--- src/sv/pmat_ram.sv ---
// ----------------------------------------------------------------------------
// pmat_ram
// Generic single-write, single-read RAM with registered read data.
// ----------------------------------------------------------------------------
`default_nettype none
module pmat_ram #(
  parameter int WIDTH = 8,
  parameter int DEPTH = 16
) (
  input  wire logic                     clk,
  input  wire logic                     we,
  input  wire logic [$clog2(DEPTH)-1:0] waddr,
  input  wire logic [WIDTH-1:0]         wdata,
  input  wire logic [$clog2(DEPTH)-1:0] raddr,
  output logic      [WIDTH-1:0]         rdata
);
  logic [WIDTH-1:0] mem [DEPTH];

  always_ff @(posedge clk) begin
    if (we) begin
      mem[waddr] <= wdata;
    end
    rdata <= mem[raddr];
  end
endmodule
`default_nettype wire

--- config.mk ---
export PLATFORM = sky130hd
export DESIGN_NAME = pmat_ram
export DESIGN_NICKNAME = d
export VERILOG_FILES = /design/src/sv/pmat_ram.sv
export SDC_FILE = /design/constraint.sdc
export NUM_CORES = 1
export LEC_CHECK = 0
export BUFFER_PORTS_ARGS = -buffer_cell sky130_fd_sc_hd__buf_2
export CAP_MARGIN = 15
export CORE_UTILIZATION = 54
export CTS_CLUSTER_SIZE = 28
export DETAILED_ROUTE_END_ITERATION = 12
export HOLD_SLACK_MARGIN = 0.03
export PLACE_DENSITY = 0.73
export SETUP_SLACK_MARGIN = 0.05
export SLEW_MARGIN = 0
export SYNTH_ARGS = -nofsm -noshare
export SYNTH_HDL_FRONTEND = slang
export SYNTH_SLANG_ARGS = --single-unit
--- constraint.sdc ---
create_clock -name clk -period 1.6 [get_ports clk]
set_input_delay 0.24 -clock clk [delete_from_list [all_inputs] [get_ports clk]]
set_output_delay 0.24 -clock clk [all_outputs]
set_load 0.1 [all_outputs]
# Yosys cells after proc, flatten, opt, wreduce, memory -nomap -nowiden
# Memory sizes are Yosys's and may differ from the RTL's. A register that Yosys moved wholly into a read port is not among the register bits.
# Index checks and enable logic that the tools add are counted.
dict set report totals {
  memories 1
  reg_bits 0
  mem_bits_rw 128
  out_inout_bits 8
  wordCells 3
}
# name depth word_bits read_ports rd_clocked_by_memory_dff write_ports line
set mem_list {}
lappend mem_list {mem 16 8 1 1 1 17} ;# logic [WIDTH-1:0] mem [DEPTH];
dict set report op_classes {
  n_mux 2
}
# cell n
set ops {}
lappend ops {{$mux W1} 2}

# Longest topological paths before layout
# Gate-level depths: netlist of the first run.
dict set report logic_depth {
  ltp_word 2
  depth_mapped 5
  depth_no_buf 3
}

# Worst setup path after synthesis of the first run
# No wires, ideal clock.
dict set report synth_path {
  path_kind {input to register}
  from {in waddr[2]}
  to {mem mem[0][0] (enable)}
  setup_slack_ns -0.133
  cell_stages 2
  arrival_ns 1.350
  cell_sequence {or3b_2 -> nor3_1}
}
# element line
set synth_rtl {}
lappend synth_rtl {{start: declaration} 12} ;# input wire logic [$clog2(DEPTH)-1:0] waddr,
lappend synth_rtl {{end: declaration} 17}
# No word-level cell before the write port.

# Final worst setup path of the first run
dict set report layout_path {
  from {reg rdata[2], read port of mem}
  to {out rdata[2]}
}
# element line
set layout_rtl {}
lappend layout_rtl {{start: declaration} 15} ;# output logic [WIDTH-1:0] rdata
# No word-level cell between the ends.

==> results of run 1 <==
[final timing paths]
path,startpoint,endpoint,slack (ps),cells after the start
max,rdata[2]$_DFF_P_,rdata[2],120,1
min,wdata[4],mem[5][4]$_DFFE_PP_,120,1
max reg2reg,mem[11][6]$_DFFE_PP_,rdata[6]$_DFF_P_,230,3
min reg2reg,mem[6][7]$_DFFE_PP_,rdata[7]$_DFF_P_,670,3
[power groups by stage]
stage | clock network, mW | logic (mW) | registers (mW)
3_5_place_dp | 0 | 0.545 | 4.08
6_report | 3.86 | 0.548 | 4.01
2_1_floorplan | 0 | 0.202 | 4.25
5_1_grt | 4.08 | 0.579 | 4.02
3_3_place_gp | 0 | 0.537 | 4.08
4_1_cts | 3.92 | 0.551 | 4.01
[registers in the layout, indices dropped and copies added (netlist names)]
register	count
rdata	8
mem	128
[cells by family (layout without fill, tap and decap cells)]
| logic type | after synthesis | after routing | share of synthesized area, % |
|---|---|---|---|
| AOI/OAI and AO/OA | 16 | 16 | 2.33 |
| muxes | 32 | 32 | 15.0 |
| DFF | 136 | 136 | 77.8 |
| buffers and inverters | 10 | 80 | 1.68 |
| and+or+nand+nor | 35 | 35 | 3.18 |
[cell usage in the layout (no fill, tap or decap), drive strengths merged]
cell type  count
clkbuf        19
nor2          13
clkinvlp       4
nand3          1
nor3           4
nand2          9
clkinv         6
mux4          32
or3b           1
and2b          1
dfxtp          8
nand2b         2
nor2b          1
edfxtp       128
buf           47
bufinv         4
a22oi         16
and2           1
nand3b         2
[layout make-up]
cell class,count,area share (%)
repair buffers,48,5.40
clock buffers,18,6.78
multi-input cells,83,17.2
well taps,129,2.62
clock inverters,14,2.95
flip-flops and latches,136,65.0
[stage by stage]
stage	setup WS, ps	util [%]	std cells	total power, mW
after CTS	53.3	66.6	428	8.49
after global routing	67.6	66.7	428	8.67
final	116	66.7	428	8.42
after global placement	-65.8	60.1	396	4.62
after detailed placement	-65.4	60.1	396	4.63
after floorplan	93.9	-	229	4.45
[metal layers]
metal	track usage (%)	share of wire (%)
met1	28.6	45
met5	0	0
met2	32.9	50
met4	8.26	1.6
met3	5.20	3.6
==> impl_summary.log, run 1 <==
INFO  metric postLayoutCellArea = 6160 um^2
INFO  metric clk-insertion-delay-late = 500 ps
INFO  metric area_taken_by_multi_input_logic_gates = 1060 um^2
INFO  metric wl = 9.33 mm
INFO  metric cts_max_path_buffers = 2
INFO  metric wire_length_of_the_first_global_routing_pass = 14.2 mm
INFO  metric ioPinCount = 26
INFO  metric max_slew_margin = 47.6%
INFO  metric gp_congestion = 0.698
INFO  metric clock_tree_from_tritoncts = done
INFO  metric cts_setup_buffers = 0
INFO  metric cp_slowest_stage_delay = 420 ps
INFO  metric clock_skew = 5.82 ps
INFO  metric max-vdd-ir-drop = 0.768 mV
INFO  metric ys_seq_elements = 136
INFO  metric crit_required = 1360 ps
INFO  metric post_synth_num_cell_types = 19
INFO  metric worstPathBufferInverterCount = 1
INFO  metric finish.net_count = 304
INFO  metric finalSetupTns = 0 ps
INFO  metric setup_viol = 0
INFO  metric slew_violations = 0
INFO  metric port_buffers = 25
INFO  metric synth_edf_count = 128
INFO  metric cts.root.buffer_cell = clkbuf_8
INFO  metric synthesis.yosys.warnings = 0
INFO  metric mappedNetlistArea = 5150 um^2
INFO  metric x_dimension_of_the_die = 99.6 um
INFO  metric grt_setup_unrepaired = false
INFO  metric max_freq = 0.674 GHz
INFO  metric final_antenna_net_count = 0
INFO  metric drive_above_1_share = 32.4%
INFO  metric hold_viol = 0
INFO  metric grt_antenna_before_repair = 0
INFO  metric power.share.clock = 45.9%
INFO  metric length_of_the_first_detailed_routing_pass_in_iterations = 6
INFO  metric timing.final.crit_period = 1480 ps
INFO  metric path_class = flip-flop to output port
INFO  metric yosys.cell_count.top_type = edfxtp_1
INFO  metric worstSetupEndpointType = output port
INFO  metric cts-hold-fix-buffers = 0
INFO  metric top_family_by_delay_on_critical_path = buffers and inverters
INFO  metric syn-num-nets = 247
INFO  metric p_int = 6.67 mW
INFO  metric floorplan_core_area = 9240 um^2
INFO  metric switchingPower = 1.75 mW
INFO  metric timing.critical_path.fanout_max = 1
INFO  metric dpl-instance-area = 5550 um^2
INFO  metric power_density = 1370 nW/um^2
INFO  metric fp.dieArea = 9930 um^2
INFO  metric average_wire_per_standard_cell = 21.8 um
INFO  metric netlist.area_leader.share = 74.7%
INFO  metric cap_violations = 0
INFO  metric grt_start_max_net_pins = 25
INFO  metric number_of_filler_instances_in_the_final_layout = 559
INFO  metric worst_hold_slack = 116 ps
INFO  metric vias = 2425
INFO  metric num_antenna_cells = 0
INFO  metric synthTopCellsByArea = edfxtp_1, mux4_2, mux4_1, dfxtp_1, a22oi_1
INFO  metric first_iter_violations = 149
INFO  metric cts_buffers = 17
INFO  metric areaGrowthSynthToFinish = 19.7%
INFO  metric synth_sequential_area_ratio = 77.8%
INFO  metric syn-instance-count = 229
INFO  metric hold_path_class = input port to flip-flop
INFO  metric syn_area_per_cell = 22.5 um^2
INFO  metric initial_utilization = 55.7%
INFO  metric power_switching_share = 20.8%
INFO  metric worst_pin_slew = 784 ps
INFO  metric timing.critical_path.from_type = flip-flop
INFO  metric place.detailed.hpwl = 5.89 mm
INFO  metric synthArstFlopShare = 0%
INFO  metric p_leak = 2.11 nW
INFO  metric clkSlewWorstSetupHoldPaths = 60 ps
INFO  metric timing.final.crit_share = 92.8%
INFO  metric via_count_of_the_first_global_routing_pass = 2510
INFO  metric slowest_stage = buf_2
INFO  metric most_used_flip_flop_cell_after_synthesis = edfxtp_1
INFO  metric synth.largest_area_cell = edfxtp_1
INFO  metric cts_num_sinks = 136
INFO  metric power.sequential.fraction = 47.6%
INFO  metric top_cell_types_by_occurrence_after_synthesis = edfxtp_1, mux4_2, a22oi_1
INFO  metric grt_resource_usage_total = 20.9%
INFO  metric fp-row-count = 35
INFO  metric ff_latch_area = 4000 um^2
INFO  metric post_cts_resize_count = 3
INFO  metric drc_errors = 0
INFO  metric fp.dieH = 99.6 um
INFO  metric ctsHtreeMaxLevel = 4
INFO  metric crit_chain = buf_2
INFO  metric worst_ep_arrival_time = 1240 ps
INFO  metric status = finished clean
INFO  metric overflow = 0
INFO  metric comb_pwr_share = 6.5%
INFO  metric route.detailed.vias_per_inst = 5.67
Power figures use the tool's default switching activity.
==> run 2, diff against run 1 <==
Settings changed: SETUP_SLACK_MARGIN 0.05 to 0.15.
==> impl_summary.log, run 2 (same netlist as run 1, synthesis figures left out) <==
INFO  metric worst_ep_arrival_time = 1150 ps (-90 ps)
INFO  metric final_antenna_net_count = 0 (unchanged)
INFO  metric areaGrowthSynthToFinish = 20.0%
INFO  metric grt_antenna_before_repair = 0 (unchanged)
INFO  metric hold_viol = 0 (unchanged)
INFO  metric min_delay_path_depth = 1 (unchanged)
INFO  metric path_class = flip-flop to output port
INFO  metric vias = 2425 (unchanged)
INFO  metric initial_utilization = 55.7% (unchanged)
INFO  metric post_cts_resize_count = 8 (+5)
INFO  metric slowest_stage = dfxtp_1
INFO  metric power_density = 1370 nW/um^2 (about the same)
INFO  metric worst_pin_slew = 761 ps (-22.4 ps)
INFO  metric timing.final.crit_share = 87.0% (-5.7 points)
INFO  metric fp-row-count = 35 (unchanged)
INFO  metric p_leak = 2.11 nW (+0.16%)
INFO  metric hp-start = wdata[4]
INFO  metric port_buffers = 25 (unchanged)
INFO  metric timing.final.crit_period = 1390 ps (-91.9 ps)
INFO  metric num_antenna_cells = 0 (unchanged)
INFO  metric timing.critical_path.from_type = flip-flop
INFO  metric floorplan_core_area = 9240 um^2 (unchanged)
INFO  metric wl = 9.34 mm (+0.11%)
INFO  metric cts.root.buffer_cell = clkbuf_8
INFO  metric ioPinCount = 26 (unchanged)
INFO  metric largest_register_ffs = 128 (unchanged)
INFO  metric setup_viol = 0 (unchanged)
INFO  metric timing.critical_path.fanout_max = 1 (unchanged)
INFO  metric final_common_cell = edfxtp_1
INFO  metric length_of_the_first_detailed_routing_pass_in_iterations = 4 (-2)
INFO  metric met1_usage = 28.6% (unchanged)
INFO  metric overflow = 0 (unchanged)
INFO  metric ctsHtreeMaxLevel = 4 (unchanged)
INFO  metric cts_num_sinks = 136 (unchanged)
INFO  metric power.total = 8.43 mW (+0.15%)
INFO  metric place.detailed.hpwl = 5.89 mm (unchanged)
INFO  metric clock_tree_from_tritoncts = done
INFO  metric worst_reg2reg_path_length_in_cells = 3 (unchanged)
INFO  metric reg2reg_slack = 240 ps (about the same)
INFO  metric cts_max_path_buffers = 2 (unchanged)
INFO  metric average_wire_per_standard_cell = 21.8 um (+0.11%)
INFO  metric hold_path_class = input port to flip-flop
INFO  metric final_cell_mix = edfxtp_1, buf_4, mux4_2
INFO  metric cts-hold-fix-buffers = 0 (unchanged)
INFO  metric cap_violations = 0 (unchanged)
INFO  metric top_family_by_delay_on_critical_path = flip-flops
INFO  metric max_slew_margin = 49.1% (+1.5 points)
INFO  metric drc_errors = 0 (unchanged)
INFO  metric setup_ws = 208 ps (+91.9 ps)
INFO  metric busiest_layer = met2
INFO  metric gp_congestion = 0.698 (unchanged)
INFO  metric crit_chain = buf_4
INFO  metric cts_buffers = 17 (unchanged)
INFO  metric grt_start_max_net_pins = 25 (unchanged)
INFO  metric capturing_point_of_the_worst_reg2reg_path = rdata[0]$_DFF_P_
INFO  metric x_dimension_of_the_die = 99.6 um (unchanged)
INFO  metric max-vdd-ir-drop = 0.770 mV (+0.19%)
INFO  metric clock_skew = 6.12 ps (+0.306 ps)
INFO  metric status = finished clean
INFO  metric worstPathBufferInverterCount = 1 (unchanged)
INFO  metric cts_setup_buffers = 0 (unchanged)
INFO  metric clk-insertion-delay-late = 510 ps (about the same)
INFO  metric grt.met2_usage = 32.9% (+0.053 points)
INFO  metric holdPathEnd = mem[15][4]$_DFFE_PP_
INFO  metric grt_resource_usage_total = 20.9% (about the same)
INFO  metric worstSetupEndpointType = output port
INFO  metric globalRouteMet3Util = 5.20% (unchanged)
INFO  metric first_iter_violations = 133 (-11%)
INFO  metric cp_num_cells = 1 (unchanged)
INFO  metric critical_path.reg2reg.startpoint = mem[11][0]$_DFFE_PP_
INFO  metric clkSlewWorstSetupHoldPaths = 60 ps (about the same)
INFO  metric drive_above_1_share = 32.8% (+0.33 points)
INFO  metric crit_required = 1360 ps (about the same)
INFO  metric route.detailed.vias_per_inst = 5.67 (unchanged)
INFO  metric via_count_of_the_first_global_routing_pass = 2513 (+0.12%)
INFO  metric fp.dieH = 99.6 um (unchanged)
INFO  metric finish.net_count = 304 (unchanged)
INFO  metric max_freq = 0.718 GHz (+6.6%)
INFO  metric slew_violations = 0 (unchanged)
INFO  metric grt_setup_unrepaired = false
INFO  metric wire_length_of_the_first_global_routing_pass = 14.2 mm (unchanged)
INFO  metric placement.setup.worst_slack = -65.4 ps (unchanged)
INFO  metric reg.largest.list = mem (128), rdata (8)
INFO  metric cp_slowest_stage_delay = 340 ps (-80 ps)
INFO  metric fp.dieArea = 9930 um^2 (unchanged)
INFO  metric max_flop_register = mem
[run 2: cell count changes in the layout (fill, tap and decap cells not counted), sizes merged]
| cell | delta |
|---|---|
| clkbuf | -1 |
| buf | +1 |
[run 2: worst max-delay path by stage]
stage	from	to
global placement	raddr[0]	rdata[5]$_DFF_P_
CTS	rdata[4]$_DFF_P_	rdata[4]
detailed placement	raddr[0]	rdata[5]$_DFF_P_
global route	rdata[4]$_DFF_P_	rdata[4]
finish	rdata[0]$_DFF_P_	rdata[0]
floorplan	waddr[2]	mem[3][0]$_DFFE_PP_
[run 2: through the flow]
stage / cells / TNS, ps / hold slack [ps] / util, % / instance area, um^2
3_5_place_dp: 396 / -251 / 638 / 60.1 / 5550
3_3_place_gp: 396 / -200 / 627 / 60.1 / 5550
6_report: 428 / 0 / 118 / 66.8 / 6170
2_1_floorplan: 229 / 0 / 339 / - / 5150
5_1_grt: 428 / 0 / 103 / 66.8 / 6170
4_1_cts: 428 / 0 / 98.6 / 66.8 / 6170
[run 2: per-layer routing]
| layer | routed length [um] | up-vias |
|---|---|---|
| met3 | 368 | 9 |
| met4 | 146 | 0 |
| met5 | 0 | - |
| met2 | 4700 | 71 |
| met1 | 4130 | 1262 |
| li1 | - | 1083 |
[run 2: report_power, final]
group | total (mW) | switching [mW] | internal (mW) | leakage (nW)
registers | 4.01 | 0.0261 | 3.98 | 1.22
clock network | 3.87 | 1.36 | 2.51 | 0.282
logic | 0.557 | 0.376 | 0.181 | 0.607
[run 2: area by class of cell]
| class | instances | area [um^2] |
|---|---|---|
| Multi-Input combinational cell | 83 | 1070 |
| Fill cell | 557 | 3070 |
| Clock buffer | 18 | 418 |
| Sequential cell | 136 | 4000 |
| Tap cell | 129 | 161 |
| Timing Repair Buffer | 48 | 343 |
| Clock inverter | 14 | 181 |
